### config.mk
export PLATFORM = sky130hd
export DESIGN_NAME = checksummed_frame_parser_core
export DESIGN_NICKNAME = d
export VERILOG_FILES = /design/src/hdl/cfp_pkg.sv /design/src/hdl/cfp_front.sv /design/src/hdl/cfp_queue.sv /design/src/hdl/cfp_back.sv /design/src/hdl/checksummed_frame_parser_core.sv
export SDC_FILE = /design/constraint.sdc
export NUM_CORES = 1
export LEC_CHECK = 0
export ABC_AREA = 1
export BUFFER_PORTS_ARGS = -buffer_cell sky130_fd_sc_hd__buf_2
export CORE_MARGIN = 4
export CORE_UTILIZATION = 46
export CTS_CLUSTER_DIAMETER = 200
export DETAILED_ROUTE_END_ITERATION = 8
export SYNTH_ARGS = -nofsm -noshare
export SYNTH_HDL_FRONTEND = slang
export SYNTH_HIERARCHICAL = 1
export SYNTH_SLANG_ARGS = --single-unit
### constraint.sdc
create_clock -name clk -period 6.8 [get_ports clk]
set_clock_uncertainty 0.2 [all_clocks]
set_input_delay 1.36 -clock clk [delete_from_list [all_inputs] [get_ports clk]]
set_output_delay 1.36 -clock clk [all_outputs]
set_load 0.005 [all_outputs]
### src/hdl/cfp_pkg.sv
// shared types and constants of the checksummed frame parser
package cfp_pkg;

  localparam logic [7:0] HEADER_BYTE = 8'h80;
  localparam logic [6:0] SUM_MASK    = 7'h7F;
  localparam logic [1:0] MODE_PARSE  = 2'd2;

  // configuration register indexes
  localparam logic REG_MODE          = 1'b0;
  localparam logic REG_SILENCE_LIMIT = 1'b1;

  localparam int unsigned QDEPTH   = 4;
  localparam int unsigned QPTR_W   = $clog2(QDEPTH);
  localparam int unsigned QCOUNT_W = $clog2(QDEPTH + 1);

  typedef enum logic [1:0] {
    EV_BYTE      = 2'd0,
    EV_CSUM_ERR  = 2'd1,
    EV_LINK_LOST = 2'd2
  } event_t;

  typedef enum logic [2:0] {
    PH_HUNT = 3'b001,
    PH_HEAD = 3'b010,
    PH_TAIL = 3'b100
  } phase_t;

  // one queued job: a single result, or a burst of the eight head bytes
  typedef struct packed {
    logic            burst;
    event_t          evt;
    logic [4:0]      index;
    logic [7:0][7:0] bytes;
    logic            link_up;
    logic            last;
  } job_t;

endpackage

### src/hdl/cfp_front.sv
// frame parser front end: classifies bytes and ticks, keeps link state, queues jobs
module cfp_front import cfp_pkg::*; #(
  parameter int unsigned FRAME_LEN = 16
) (
  input  logic        clk,
  input  logic        rst_n,
  input  logic        in_tvalid,
  output logic        in_tready,
  input  logic [7:0]  in_tdata,
  input  logic        in_tuser,
  input  logic        cfg_valid,
  input  logic        cfg_index,
  input  logic [15:0] cfg_data,
  input  logic        q_full,
  output logic        q_push,
  output job_t        q_job
);

  localparam logic [5:0] FRAME_LEN_W = 6'(FRAME_LEN);

  logic [1:0]      mode_r, mode_nxt;
  logic [15:0]     limit_r, limit_nxt;
  phase_t          phase_r, phase_nxt;
  logic [4:0]      pos_r, pos_nxt;
  logic [6:0]      sum_r, sum_nxt;
  logic            avail_r, avail_nxt;
  logic [15:0]     silence_r, silence_nxt;
  logic [7:0][7:0] head_r;
  logic            head_we;
  logic [2:0]      head_addr;
  logic            acc;
  logic [5:0]      pos_inc;

  assign in_tready = !q_full;
  assign acc       = in_tvalid && in_tready;
  assign pos_inc   = {1'b0, pos_r} + 6'd1;

  always_comb begin
    mode_nxt    = mode_r;
    limit_nxt   = limit_r;
    phase_nxt   = phase_r;
    pos_nxt     = pos_r;
    sum_nxt     = sum_r;
    avail_nxt   = avail_r;
    silence_nxt = silence_r;
    head_we     = 1'b0;
    head_addr   = pos_r[2:0];
    q_push      = 1'b0;
    q_job       = '0;
    q_job.evt   = EV_BYTE;
    q_job.link_up = avail_r;

    if (cfg_valid) begin
      if (cfg_index == REG_MODE) begin
        mode_nxt = cfg_data[1:0];
        if (cfg_data[1:0] != mode_r) begin
          phase_nxt = PH_HUNT;
          pos_nxt   = '0;
          sum_nxt   = '0;
        end
      end else begin
        limit_nxt = cfg_data;
      end
    end

    if (acc && mode_r == MODE_PARSE) begin
      if (in_tuser) begin
        // periodic tick
        if (silence_r > limit_r) begin
          if (avail_r) begin
            avail_nxt     = 1'b0;
            q_push        = 1'b1;
            q_job.evt     = EV_LINK_LOST;
            q_job.link_up = 1'b0;
            q_job.last    = 1'b1;
          end
        end else if (silence_r != 16'hFFFF) begin
          silence_nxt = silence_r + 16'd1;
        end
      end else begin
        case (phase_r)
          PH_HUNT: begin
            if (in_tdata == HEADER_BYTE) begin
              head_we   = 1'b1;
              head_addr = 3'd0;
              pos_nxt   = 5'd1;
              sum_nxt   = '0;
              phase_nxt = PH_HEAD;
            end
          end
          PH_HEAD: begin
            if (pos_r < 5'd7) begin
              head_we = 1'b1;
              sum_nxt = (sum_r + in_tdata[6:0]) & SUM_MASK;
              pos_nxt = pos_inc[4:0];
            end else if (in_tdata == {1'b0, sum_r}) begin
              avail_nxt     = 1'b1;
              silence_nxt   = '0;
              q_push        = 1'b1;
              q_job.burst   = 1'b1;
              q_job.link_up = 1'b1;
              q_job.bytes   = head_r;
              q_job.bytes[7] = in_tdata;
              q_job.last    = (FRAME_LEN <= 8);
              if (FRAME_LEN <= 8) begin
                phase_nxt = PH_HUNT;
                pos_nxt   = '0;
                sum_nxt   = '0;
              end else begin
                phase_nxt = PH_TAIL;
                pos_nxt   = 5'd8;
              end
            end else begin
              q_push      = 1'b1;
              q_job.evt   = EV_CSUM_ERR;
              q_job.index = 5'd7;
              q_job.bytes[0] = in_tdata;
              q_job.last  = 1'b1;
              phase_nxt   = PH_HUNT;
              pos_nxt     = '0;
              sum_nxt     = '0;
            end
          end
          PH_TAIL: begin
            q_push         = 1'b1;
            q_job.index    = pos_r;
            q_job.bytes[0] = in_tdata;
            q_job.last     = (pos_inc >= FRAME_LEN_W);
            if (pos_inc >= FRAME_LEN_W) begin
              phase_nxt = PH_HUNT;
              pos_nxt   = '0;
              sum_nxt   = '0;
            end else begin
              pos_nxt = pos_inc[4:0];
            end
          end
          default: begin
            phase_nxt = PH_HUNT;
          end
        endcase
      end
    end
  end

  always_ff @(posedge clk) begin
    if (!rst_n) begin
      mode_r    <= '0;
      limit_r   <= 16'd100;
      phase_r   <= PH_HUNT;
      pos_r     <= '0;
      sum_r     <= '0;
      avail_r   <= 1'b0;
      silence_r <= '0;
    end else begin
      mode_r    <= mode_nxt;
      limit_r   <= limit_nxt;
      phase_r   <= phase_nxt;
      pos_r     <= pos_nxt;
      sum_r     <= sum_nxt;
      avail_r   <= avail_nxt;
      silence_r <= silence_nxt;
    end
  end

  // head bytes need no reset, each is written before the frame that reads it
  always_ff @(posedge clk) begin
    if (head_we) begin
      head_r[head_addr] <= in_tdata;
    end
  end

endmodule

### src/hdl/cfp_queue.sv
// short job queue between the front end and the output sequencer
module cfp_queue import cfp_pkg::*; (
  input  logic clk,
  input  logic rst_n,
  input  logic push,
  input  job_t push_job,
  output logic full,
  input  logic pop,
  output logic head_valid,
  output job_t head_job
);

  job_t                mem_r [QDEPTH];
  logic [QPTR_W-1:0]   wr_ptr_r, rd_ptr_r;
  logic [QCOUNT_W-1:0] count_r, count_nxt;
  logic                do_pop;

  assign full       = (count_r == QCOUNT_W'(QDEPTH));
  assign head_valid = (count_r != '0);
  assign head_job   = mem_r[rd_ptr_r];
  assign do_pop     = pop && head_valid;

  always_comb begin
    count_nxt = count_r;
    if (push && !do_pop) begin
      count_nxt = count_r + QCOUNT_W'(1);
    end else if (!push && do_pop) begin
      count_nxt = count_r - QCOUNT_W'(1);
    end
  end

  always_ff @(posedge clk) begin
    if (!rst_n) begin
      wr_ptr_r <= '0;
      rd_ptr_r <= '0;
      count_r  <= '0;
    end else begin
      count_r <= count_nxt;
      if (push) begin
        wr_ptr_r <= wr_ptr_r + QPTR_W'(1);
      end
      if (do_pop) begin
        rd_ptr_r <= rd_ptr_r + QPTR_W'(1);
      end
    end
  end

  always_ff @(posedge clk) begin
    if (push) begin
      mem_r[wr_ptr_r] <= push_job;
    end
  end

endmodule

### src/hdl/cfp_back.sv
// output sequencer: expands queued jobs into result transactions
module cfp_back import cfp_pkg::*; (
  input  logic        clk,
  input  logic        rst_n,
  input  logic        q_valid,
  input  job_t        q_job,
  output logic        q_pop,
  output logic        out_tvalid,
  input  logic        out_tready,
  output logic [15:0] out_tdata,
  output logic [1:0]  out_tuser,
  output logic        out_tlast
);

  logic       valid_r;
  logic [2:0] cnt_r;
  event_t     evt_r;
  logic [4:0] index_r;
  logic [7:0] value_r;
  logic       link_r;
  logic       last_r;
  logic       load;

  assign load  = !valid_r || out_tready;
  assign q_pop = load && q_valid && (!q_job.burst || cnt_r == 3'd7);

  assign out_tvalid = valid_r;
  assign out_tdata  = {2'b00, link_r, value_r, index_r};
  assign out_tuser  = evt_r;
  assign out_tlast  = last_r;

  always_ff @(posedge clk) begin
    if (!rst_n) begin
      valid_r <= 1'b0;
      cnt_r   <= '0;
    end else if (load) begin
      valid_r <= q_valid;
      if (q_valid && q_job.burst) begin
        cnt_r <= cnt_r + 3'd1;
      end
    end
  end

  always_ff @(posedge clk) begin
    if (load && q_valid) begin
      evt_r  <= q_job.evt;
      link_r <= q_job.link_up;
      if (q_job.burst) begin
        index_r <= {2'b00, cnt_r};
        value_r <= q_job.bytes[cnt_r];
        last_r  <= q_job.last && (cnt_r == 3'd7);
      end else begin
        index_r <= q_job.index;
        value_r <= q_job.bytes[0];
        last_r  <= q_job.last;
      end
    end
  end

endmodule

### src/hdl/checksummed_frame_parser_core.sv
// checksummed frame parser top level: front end, job queue, output sequencer
//
//  channel  | dir | handshake              | payload
//  in_      | in  | in_tvalid/in_tready    | tdata rx_byte, tuser kind
//  out_     | out | out_tvalid/out_tready  | tdata index/value/link_up, tuser event, tlast
//  cfg_     | in  | cfg_valid/cfg_ready    | cfg_index, cfg_data
//
// one input transaction per cycle while the job queue is not full; a good frame gives
// its eight head bytes in order from the output sequencer, every other result is one.
// a result passes through the job queue and the output register before it is offered.
// rst_n is synchronous; the parser comes up idle in mode 0.
// the four-entry job queue lets input continue while the output is stalled;
// input stalls while it is full, as it can be behind a head burst.
module checksummed_frame_parser_core import cfp_pkg::*; #(
  parameter int unsigned FRAME_LEN = 16
) (
  input  logic        clk,
  input  logic        rst_n,
  input  logic        in_tvalid,
  output logic        in_tready,
  input  logic [7:0]  in_tdata,   // [7:0] rx_byte
  input  logic        in_tuser,   // [0] kind
  output logic        out_tvalid,
  input  logic        out_tready,
  output logic [15:0] out_tdata,  // [4:0] byte_index, [12:5] byte_value, [13] link_up
  output logic [1:0]  out_tuser,  // [1:0] event_res
  output logic        out_tlast,
  input  logic        cfg_valid,
  output logic        cfg_ready,
  input  logic        cfg_index,
  input  logic [15:0] cfg_data
);

  logic q_full, q_push, q_pop, q_valid;
  job_t push_job, head_job;

  assign cfg_ready = 1'b1;

  cfp_front #(
    .FRAME_LEN (FRAME_LEN)
  ) u_front (
    .clk       (clk),
    .rst_n     (rst_n),
    .in_tvalid (in_tvalid),
    .in_tready (in_tready),
    .in_tdata  (in_tdata),
    .in_tuser  (in_tuser),
    .cfg_valid (cfg_valid && cfg_ready),
    .cfg_index (cfg_index),
    .cfg_data  (cfg_data),
    .q_full    (q_full),
    .q_push    (q_push),
    .q_job     (push_job)
  );

  cfp_queue u_queue (
    .clk        (clk),
    .rst_n      (rst_n),
    .push       (q_push),
    .push_job   (push_job),
    .full       (q_full),
    .pop        (q_pop),
    .head_valid (q_valid),
    .head_job   (head_job)
  );

  cfp_back u_back (
    .clk        (clk),
    .rst_n      (rst_n),
    .q_valid    (q_valid),
    .q_job      (head_job),
    .q_pop      (q_pop),
    .out_tvalid (out_tvalid),
    .out_tready (out_tready),
    .out_tdata  (out_tdata),
    .out_tuser  (out_tuser),
    .out_tlast  (out_tlast)
  );

endmodule

==> qor.csv, run 1 <==
metric;value;unit
status;completed;
CP Class;in2reg;
clk_lat worst skew;0.57;ns
CP peak stage delay;0.47;ns
root buf cell;clkbuf_16;
cell accounting for the most synthesized area;edfxtp_1;
number of CTS-inserted buffers;46;
Synth cell types;48;
die area;44080;um2
Cell Area, Synth;18760;um2
asr flop ratio synth;0;%
drt first pass iters;6;
vias in the first global route;12050;
Rel. slew slack;17.32;%
global-route wire length before repair;70770;um
HPWL Detailed;28380;um
row cnt;73;
count of clock tree sinks;432;
Final setup viols;0;
setup TNS;0;ns
DIE HEIGHT;210.0;um
Max Clock Freq;248.1;MHz
min-delay src;u_front/limit_r[7]$_SDFFE_PN0P_;
initial antenna violation count;1;
CTS resizes;0;
Starting Density;46.90;%
Post-layout nets;1847;
drc violations;0;
Worst Setup SP;in_tdata[3];
Worst EP required;6.97;ns
RR Startpoint;u_queue/count_r[1]$_SDFFE_PN0P_;
initial DRC count;1056;
flops & latches, synth;432;
final hold violation count;0;
Post-DP Area;19270;um2
Finished Cell Area;20750;um2
gr ovfl total;0;
DIE WIDTH;210.0;um
Worst Setup End Kind;register;
Max Buffers Root-to-Sink;3;
Worst VDD drop;0.0001747;V
syn_area_per_cell;10.73;um2
Cell Pwr Density;262.9;nW/um2
static leakage;7.150;nW
crit-path cells;buf_2 > ha_1 > inv_1 > nand3_1 > nor2_1 > nand2_1 > inv_1 > nand2_4 > nor2_2 > inv_2 > buf_4 > nor2_1;
Area Growth Syn to Fin;10.60;%
hold endpoint;u_front/limit_r[7]$_SDFFE_PN0P_;
Sequential Area;12350;um2
Total Routed Length;46310;um
PortBufs;49;
Synth Instances;1749;
crit-path max FO;25;
crit share post-route;59.27;%
unrepaired setup endpoints after global routing;false;
Synth Warn #;6;
Hold Path Depth;2;
GP Congestion;0.8667;
HP Class;reg2reg;
Reg clk slew, reported paths;0.06;ns
R2R setup slack;2.85;ns
Slew Viols, Final;0;
post-cts hold buffer count;0;
reg2reg end;u_front/head_r[19]$_DFFE_PP_;
core footprint;40010;um2
CTS tree;built;
layout cell share with drive strength beyond 1;9.256;%
via count;12790;
Post-synth EDFFs;369;
routed len/inst;19.79;um
crit path DAT;4.20;ns
Min Clock Period, post-route;4.030;ns
multi-input logic area;5187;um2
total track usage;20.68;%
post-route ant nets;0;
reg2reg path depth;10;
I/O pin total;53;
DR vias/cell;5.468;
post-CTS setup buffers;0;
register area share after synthesis;65.78;%
diode count;0;
Worst Tran Pin Value;1.231;ns
Synth top area share;59.06;%
Post-synth top flop;edfxtp_1;
Fill cells;3524;
pin count of the biggest net entering global routing;90;
slowest stage cell, crit path;nor2_2;
H-tree levels;2;
max cap viols;0;
synth top area cells;edfxtp_1 59%, dfxtp_1 6.7%, nor2_1 5.5%;
CP Launch Type;input port;
==> per-stage QoR <==
step	setup slack, ns	hold slack, ns	power, mW	cells	util (%)
2_1_floorplan	2.256	0.2353	3.014	1750	-
3_3_place_gp	2.404	0.2491	3.066	2259	48.17
3_5_place_dp	2.269	0.2527	3.068	2259	48.17
4_1_cts	2.743	0.2642	5.507	2339	51.84
5_1_grt	2.530	0.2893	5.646	2340	51.87
6_report	2.770	0.2607	5.454	2340	51.87
==> synth_stat cells (12+ instances only) <==
library cell	instances
buf_4	16
clkbuf_1	37
xor2_1	12
buf_6	21
inv_1	169
dfxtp_1	63
nand2_1	235
o22ai_1	75
edfxtp_1	369
nor2_1	274
a21oi_1	55
o21ai_1	57
nand3_1	105
ha_1	31
o21ai_0	138
nor3_1	12
==> per-layer routing <==
layer	vias to the layer above	track usage [%]	part of all wire, %
met4	2	6.301	2.7
met3	77	2.843	6.9
met5	-	0	0.028
li1	6098	-	-
met1	6157	29.87	44
met2	460	33.01	47
==> kinds of logic after synthesis <==
logic type               Yosys count  share of synthesized area, %
flip-flops                       432                         65.78
adder cells (fa/ha/maj)           33                         2.281
XOR/XNOR                          15                        0.7003
buffers and inverters            265                         6.616
AND/OR/NAND/NOR                  656                         14.56
AO/OA/AOI/OAI                    345                         10.00
other                              3                       0.06002
==> worst max-delay path: cells and delay by family <==
kind,cells,cell delay [ns]
AND/OR/NAND/NOR,6,1.16
adder cells (fa/ha/maj),1,0.37
buffers and inverters,5,1.28
==> layout by cell type, fill, tap and decap left out, drive strengths merged, types with 2 or more instances in the layout <==
master and count:
or2 3, buf 69, nand4 8, nor3 13, o211ai 6, o22ai 75
bufinv 5, inv 176, conb 4, clkinv 15, a21boi 2, xor2 12
nand3b 2, nor3b 3, nand3 108, o31ai 2, nand2 238, a211oi 2
edfxtp 369, xnor2 3, a31oi 2, clkbuf 64, dfxtp 63, o21ai 195
a21oi 57, fa 2, and3 2, a21o 2, nor2 278, ha 31
==> registers in the layout (all words and copies together), names as in the netlist, 3 cells and up, named ones only <==
register and count:
u_back/cnt_r 3, u_back/index_r 5, u_back/value_r 8, u_front/head_r 56, u_front/limit_r 16, u_front/phase_r 3, u_front/pos_r 5, u_front/silence_r 16
u_front/sum_r 7, u_queue/count_r 3, u_queue/mem_r 296
==> final cells by class <==
cell class,count,share of cell area [%]
Sequential cell,432,59.50
Inverter,180,3.316
Multi-Input combinational cell,1053,25.00
Tap cell,525,3.166
Timing Repair Buffer,70,1.942
Clock inverter,17,1.122
Clock buffer,63,5.951
==> worst max-delay path by stage <==
stage / endpoint / slack, ns / depth (start not counted)
2_1_floorplan: u_queue/mem_r[0][0]$_DFFE_PP_ / 2.26 / 7
3_3_place_gp: u_queue/mem_r[2][46]$_DFFE_PP_ / 2.40 / 12
5_1_grt: u_front/head_r[22]$_DFFE_PP_ / 2.53 / 10
3_5_place_dp: u_queue/mem_r[2][35]$_DFFE_PP_ / 2.27 / 12
6_report: u_queue/mem_r[3][14]$_DFFE_PP_ / 2.77 / 12
4_1_cts: u_front/head_r[30]$_DFFE_PP_ / 2.74 / 10
==> power breakdown <==
group / leakage [nW] / switching, mW / internal [mW] / total, mW
sequential: 3.23 / 0.00636 / 2.86 / 2.87
combinational: 3.21 / 0.102 / 0.0410 / 0.143
clock: 0.713 / 0.982 / 1.46 / 2.44
total: 7.15 / 1.09 / 4.36 / 5.45
Note: power is estimated with default switching activity, not from simulation.
==> run 2: changes to the inputs <==
clock period = 3.8 ns   (was 6.8 ns; I/O delays follow)
==> run 2 against run 1 <==
Power up 80%; sequential share of layout area shrank 0.53 points; first-iteration DRC count up 13%; global-route usage shrank 0.34 points; cell count grew 0.81%; design area is 0.90% higher; via count increased by 0.13%.
==> qor.csv, run 2 (synthesized netlist as in run 1, its figures left out) <==
metric;value;unit
status;completed;
Area Growth Syn to Fin;11.59;%
HPWL Detailed;27340;um
commonest cells after routing, fill and taps aside;369 x edfxtp_1, 274 x nor2_1, 235 x nand2_1;
Total Routed Length;45430;um
Min Clock Period, post-route;3.153;ns
Max Buffers Root-to-Sink;3;
Reg with most FFs;u_queue/mem_r;
Hold Path Depth;3;
gr ovfl total;0;
Final setup viols;0;
routed len/inst;19.26;um
global-route wire length before repair;70470;um
GP Congestion;0.8512;
CP Launch Type;register;
HP Class;in2reg;
Reg clk slew, reported paths;0.06;ns
CTS resizes;0;
diode count;0;
Worst Tran Pin Value;0.9865;ns
post-CTS setup buffers;0;
DIE HEIGHT;210.0;um
crit path DAT;3.42;ns
layout cell share with drive strength beyond 1;9.869;%
initial antenna violation count;1;
post-route ant nets;0;
via count;12810;
Power, Total;9.791;mW
DIE WIDTH;210.0;um
H-tree levels;2;
total track usage;20.34;%
post-cts hold buffer count;0;
number of CTS-inserted buffers;46;
max cap viols;0;
pin count of the biggest net entering global routing;75;
DR vias/cell;5.431;
unrepaired setup endpoints after global routing;false;
vias in the first global route;12270;
Worst EP required;4.07;ns
Starting Density;46.90;%
die area;44080;um2
PortBufs;49;
row cnt;73;
CP Class;reg2reg;
static leakage;7.216;nW
setup TNS;0;ns
max reg flops;296;
I/O pin total;53;
drt first pass iters;5;
crit-path max FO;6;
CTS tree;built;
Cell Pwr Density;467.7;nW/um2
root buf cell;clkbuf_16;
core footprint;40010;um2
Slew Viols, Final;0;
Post-layout nets;1860;
initial DRC count;1196;
crit share post-route;82.97;%
final hold violation count;0;
clk_lat worst skew;0.57;ns
Rel. slew slack;34.16;%
reg2reg path depth;19;
Largest regs;u_queue/mem_r: 296 flops, u_front/head_r: 56 flops;
most common cell after layout, fill and taps aside;edfxtp_1;
count of clock tree sinks;432;
Worst Setup End Kind;register;
Worst VDD drop;0.0003581;V
Max Clock Freq;317.2;MHz
drc violations;0;
[run 2: cell type report]
type | count | area, um2
clock buffer | 64 | 1282
clock inverter | 22 | 206.4
fill | 3538 | 19070
inverter | 180 | 698.2
multi-input combinational | 1053 | 5182
sequential | 432 | 12350
tap | 525 | 656.9
timing repair buffer | 83 | 563.0
[run 2: per-stage QoR]
| step | cell area [um2] | util (%) | setup WS, ns | hold WS, ns | instances |
|---|---|---|---|---|---|
| after floorplan | 18780 | - | 0.3994 | 0.2353 | 1750 |
| after global placement | 19450 | 48.61 | 0.5182 | 0.2502 | 2273 |
| after detailed placement | 19450 | 48.61 | 0.4645 | 0.2552 | 2273 |
| after CTS | 20940 | 52.33 | 0.6299 | 0.1897 | 2359 |
| after global routing | 20940 | 52.33 | 0.3725 | 0.2210 | 2359 |
| final | 20940 | 52.33 | 0.6472 | 0.2205 | 2359 |
[run 2: worst paths after layout]
path / to / slack (ns) / from
worst max-delay path: u_queue/count_r[2]$_SDFFE_PN0P_ / 0.65 / u_front/silence_r[7]$_SDFFE_PN0P_
worst min register to register: u_front/limit_r[7]$_SDFFE_PN0P_ / 0.26 / u_front/limit_r[7]$_SDFFE_PN0P_
worst min-delay path: u_front/limit_r[5]$_SDFFE_PN1P_ / 0.22 / cfg_data[5]
worst max register to register: u_queue/count_r[2]$_SDFFE_PN0P_ / 0.65 / u_front/silence_r[7]$_SDFFE_PN0P_
[run 2: layer usage]
| metal | vias to the layer above | GRT usage (%) | wire [um] |
|---|---|---|---|
| met5 | - | 0 | 0 |
| met4 | 0 | 5.086 | 840 |
| met3 | 64 | 2.962 | 2782 |
| met2 | 384 | 33.06 | 21290 |
| met1 | 6224 | 29.22 | 20530 |
| li1 | 6139 | - | - |
[run 2: critical path: stages (launching register included)]
cell	delay, ns
dfxtp_1	0.37
ha_1	0.32
nand2_1	0.08
nor2_1	0.22
nand2_1	0.08
nand2_1	0.09
nand2_1	0.05
nand2_1	0.10
a31oi_1	0.11
nor3_1	0.26
buf_4	0.21
ha_1	0.17
inv_1	0.07
fa_1	0.39
inv_1	0.07
nand2_1	0.04
nand3_1	0.09
nand2_1	0.05
nand2_1	0.05
nor2_1	0.04
[run 2: report_power, final]
| part | internal, mW | total, mW | switching, mW |
|---|---|---|---|
| combinational | 0.0773 | 0.265 | 0.187 |
| sequential | 5.12 | 5.13 | 0.0129 |
| clock | 2.63 | 4.39 | 1.77 |
